File: src/rtl/core/ohs_pkg.sv
// Shared types and constants for the open-addressing hash set.
// Used by the front end, back end and top level; depends on nothing else.
package ohs_pkg;

  localparam int OP_W  = 2;
  localparam int KEY_W = 32;
  localparam int CNT_W = 9;
  localparam int ST_W  = 2;

  localparam logic [OP_W-1:0] OP_LOOKUP = 2'd0;
  localparam logic [OP_W-1:0] OP_INSERT = 2'd1;
  localparam logic [OP_W-1:0] OP_REMOVE = 2'd2;

  localparam logic [ST_W-1:0] ST_DONE    = 2'd0;
  localparam logic [ST_W-1:0] ST_INVALID = 2'd1;
  localparam logic [ST_W-1:0] ST_DUPABS  = 2'd2;
  localparam logic [ST_W-1:0] ST_FULL    = 2'd3;

  localparam int HOME_MUL   = 73;
  localparam int PROBE_STEP = 5009;
  localparam int FILL_RESET = 217;

  typedef struct packed {
    logic [ST_W-1:0]  status;
    logic             found;
    logic [CNT_W-1:0] occupancy;
  } res_t;

endpackage

File: src/rtl/core/ohs_front.sv
// Front end: accepts commands, masks the key, flags reserved keys, computes
// the home slot and holds the result in a two-entry queue. Uses ohs_pkg.
module ohs_front #(
  parameter int SLOTS    = 256,
  parameter int KEY_BITS = 32
) (
  input  logic                        clk,
  input  logic                        rst_n,
  input  logic                        push,
  input  logic [ohs_pkg::OP_W-1:0]    in_op,
  input  logic [ohs_pkg::KEY_W-1:0]   in_key,
  output logic                        full,
  input  logic                        pop,
  output logic                        q_valid,
  output logic [ohs_pkg::OP_W-1:0]    q_op,
  output logic [KEY_BITS-1:0]         q_key,
  output logic [$clog2(SLOTS)-1:0]    q_home,
  output logic                        q_invalid
);

  localparam int IW = $clog2(SLOTS);

  logic [KEY_BITS-1:0]       key_m;
  logic [IW-1:0]             key_lo;
  logic [IW-1:0]             home;
  logic                      invalid;

  logic [ohs_pkg::OP_W-1:0]  op_q   [2];
  logic [KEY_BITS-1:0]       key_q  [2];
  logic [IW-1:0]             home_q [2];
  logic                      inv_q  [2];
  logic                      wp_r, wp_nxt, rp_r, rp_nxt;
  logic [1:0]                cnt_r, cnt_nxt;

  always_comb begin
    key_m  = '0;
    key_lo = '0;
    for (int i = 0; i < KEY_BITS; i++) begin
      if (i < ohs_pkg::KEY_W) key_m[i] = in_key[i];
    end
    for (int i = 0; i < IW; i++) begin
      if (i < KEY_BITS && i < ohs_pkg::KEY_W) key_lo[i] = in_key[i];
    end
    // Multiply by 73 as shifts and adds; only the low index bits matter.
    home    = (key_lo << 6) + (key_lo << 3) + key_lo;
    invalid = (key_m == KEY_BITS'(0)) || (key_m == KEY_BITS'(1));
  end

  assign full      = (cnt_r == 2'd2);
  assign q_valid   = (cnt_r != 2'd0);
  assign q_op      = op_q[rp_r];
  assign q_key     = key_q[rp_r];
  assign q_home    = home_q[rp_r];
  assign q_invalid = inv_q[rp_r];

  always_comb begin
    wp_nxt  = push ? ~wp_r : wp_r;
    rp_nxt  = pop ? ~rp_r : rp_r;
    cnt_nxt = cnt_r + {1'b0, push} - {1'b0, pop};
  end

  always_ff @(posedge clk) begin
    if (!rst_n) begin
      wp_r  <= 1'b0;
      rp_r  <= 1'b0;
      cnt_r <= 2'd0;
    end else begin
      wp_r  <= wp_nxt;
      rp_r  <= rp_nxt;
      cnt_r <= cnt_nxt;
    end
    if (push) begin
      op_q[wp_r]   <= in_op;
      key_q[wp_r]  <= key_m;
      home_q[wp_r] <= home;
      inv_q[wp_r]  <= invalid;
    end
  end

endmodule

File: config.mk
export PLATFORM = sky130hd
export DESIGN_NAME = ohs_front
export DESIGN_NICKNAME = d
export VERILOG_FILES = /design/src/rtl/core/ohs_pkg.sv /design/src/rtl/core/ohs_front.sv
export SDC_FILE = /design/constraint.sdc
export NUM_CORES = 1
export LEC_CHECK = 0
export BUFFER_PORTS_ARGS = -buffer_cell sky130_fd_sc_hd__buf_2
export CAP_MARGIN = 5
export CORE_MARGIN = 2
export CORE_UTILIZATION = 57
export DETAILED_ROUTE_END_ITERATION = 7
export PLACE_DENSITY = 0.84
export SYNTH_ARGS = -nofsm -noshare
export SYNTH_HDL_FRONTEND = slang
export SYNTH_SLANG_ARGS = --single-unit
File: constraint.sdc
create_clock -name clk -period 4.2 [get_ports clk]
set_input_delay 0.21 -clock clk [delete_from_list [all_inputs] [get_ports clk]]
set_output_delay 0.21 -clock clk [all_outputs]
set_load 0.05 [all_outputs]
==> flow_summary.json <==
{
  "cts_resized": 0,
  "grt_max_degree": 42,
  "tns_ns": 0,
  "finalMaxSlewViolations": 0,
  "route.met2.wl_mm": 2.82,
  "wl_mm": 5.52,
  "ioPinCount": 83,
  "tritoncts": "yes",
  "track_usage": 0.178,
  "cp-end-kind": "primary output",
  "max_cap_viol_count": 0,
  "fillCellCount": 424,
  "vdd_drop_max_mv": 0.315,
  "cp_slowest_stage_delay_ns": 0.94,
  "portBuffers": 82,
  "rsz0062_at_grt": "false",
  "synth_cell_types": 20,
  "die_w_um": 81.1,
  "max-slew-margin-rel": 0.224,
  "worstPathCellList": "mux2_2, buf_2",
  "stdcell_area_sq_um": 3980,
  "clock.fmax_ghz": 0.461,
  "hold_path.class": "input pin to flip-flop",
  "grt_pass1_vias": 1732,
  "overflow": 0,
  "routedWlPerCell_um": 16.1,
  "synth-seq-area-share": 0.739,
  "dpl_cell_area_sq_um": 3830,
  "p_leak_nw": 1.52,
  "ys_ff_latch": 85,
  "drcViolationCount": 0,
  "gp_congestion": 0.693,
  "dp_hpwl_mm": 3.65,
  "clkTransAtPathRegs_ns": 0.08,
  "wl_met1_mm": 2.40,
  "dp.cells": 328,
  "cts_max_level": 3,
  "viasPerCell": 5.18,
  "cts_root_buffer": "clkbuf_8",
  "synth_top_area_share": 0.710,
  "coreArea_sq_um": 5820,
  "die_area_sq_um": 6570,
  "yosys-top-cells-area": "edfxtp_1, mux2_2, dfxtp_1",
  "rows": 28,
  "crit_required_ns": 3.99,
  "hold_viol_final": 0,
  "antenna_found_initial": 0,
  "yosysWarnings": 0,
  "areaGrowthSynthToFinish_pct": 17.6,
  "powerDensity_nw_per_um2": 468,
  "hold-worst-slack_ns": 0.0558,
  "path_max_fanout": 40,
  "worst_pin_slew_ns": 1.16,
  "syn-cell-area_sq_um": 3390,
  "post-cts-setup-buffers": 0,
  "drt_iter0_drc": 113,
  "finalNetCount": 312,
  "setup.worst_path.start_class": "flip-flop",
  "cp.arrival_ns": 1.96,
  "ctsHoldBuffers": 0,
  "clock_path_buffers": 2,
  "critPathTopFamily": "flip-flops",
  "clk_latency_ns": 0.34,
  "stdcell_count": 343,
  "status": "completed",
  "final.setup_skew_ns": 0.00831,
  "die_y_um": 81.1,
  "initial_core_util": 0.582,
  "wl_met3_um": 232,
  "syn_area_per_cell_sq_um": 19.0,
  "antenna_cells": 0,
  "postRouteAntennaNets": 0,
  "path_buf_inv": 1,
  "grt_pass1_wl_mm": 8.34,
  "firstDrtPassIters": 4,
  "top_layer": "met4",
  "fin_crit_ns": 2.17,
  "min_period_over_period": 0.516,
  "cpMaxStageDelayCell": "dfxtp_2",
  "cts_sinks": 85,
  "yosys.area.top_type": "edfxtp_1",
  "cts_inserted_buffers": 9,
  "vias": 1777,
  "syn_inst": 178,
  "setup_viol": 0,
  "path_class": "flip-flop to primary output",
  "drive_gt1_frac": 0.511,
  "syn_nets": 226
}
==> synthesized netlist by cell type, drive strengths merged <==
cell    count
a21o        1
a21oi       1
and2        5
buf         7
dfxtp       5
edfxtp     80
fa          2
ha          8
inv         6
mux2       40
nand4       2
nor2        1
nor2b       3
nor3        1
nor4        7
o21a        1
or2         1
xnor2       4
xor2        3
==> layer usage <==
metal,GRT usage,vias up
met5,0,-
met4,0.0915,0
met3,0.0300,5
met2,0.283,46
met1,0.237,870
li1,-,856
==> metrics by stage <==
stage           util  setup WS (ns)  power [mW]
2_1_floorplan      -           1.63        1.34
3_3_place_gp   0.659           2.36        1.42
3_5_place_dp   0.659           2.36        1.42
4_1_cts        0.685           1.99        1.88
5_1_grt        0.685           1.92        1.94
6_report       0.685           2.03        1.86
==> layout by cell type, fill, tap and decap left out, types with 2 or more instances in the layout <==
cell,n
clkinv_2,2
xor2_1,3
dfxtp_1,4
buf_2,82
edfxtp_1,80
inv_1,6
ha_1,8
clkbuf_1,3
mux2_2,40
and2_1,4
nand4_1,2
nor4_1,7
clkbuf_8,9
nor2b_1,2
xnor2_1,4
fa_1,2
==> registers in the layout, indices dropped and copies added (netlist names), named ones only <==
signal	count
cnt_r	2
home_q	16
inv_q	2
key_q	58
op_q	4
rp_r	1
wp_r	1
==> kinds of logic (layout without fill, tap and decap cells) <==
group,Yosys count,in the layout,synth area share
AOI/OAI and AO/OA,3,3,0.00591
xor gates and xnor gates,7,7,0.0181
adders and majority gates,10,10,0.0414
buffers and inverters,13,103,0.0266
DFF,85,85,0.739
muxes,40,40,0.133
and+or+nand+nor,20,20,0.0358
==> final timing paths <==
check                    startpoint                     to  cells after the start  slack (ns)
setup / recovery          flip-flop               q_key[4]                      2        2.03
hold / removal             in_op[1]   op_q[1][1]$_DFFE_PP_                      1        0.06
setup reg to reg  wp_r$_SDFFE_PN0P_  key_q[0][8]$_DFFE_PP_                      1        2.56
hold reg to reg   rp_r$_SDFFE_PN0P_              flip-flop                      2        0.59
==> area by class of cell <==
| cell class | instances | area (sq um) | area share |
|---|---|---|---|
| flip-flops and latches | 85 | 2500 | 0.629 |
| well taps | 75 | 93.8 | 0.0236 |
| inverters | 6 | 22.5 | 0.00566 |
| clock buffers | 12 | 135 | 0.0339 |
| repair buffers | 82 | 410 | 0.103 |
| multi-input cells | 80 | 802 | 0.201 |
| clock inverters | 3 | 13.8 | 0.00346 |
==> where the power goes <==
group | leakage (nW) | total (mW) | internal, mW | switching (mW)
combinational | 0.654 | 0.386 | 0.118 | 0.268
clock | 0.0776 | 0.462 | 0.208 | 0.254
sequential | 0.792 | 1.02 | 0.988 | 0.0281
total | 1.52 | 1.86 | 1.31 | 0.550
(Power assumes the default switching activity.)
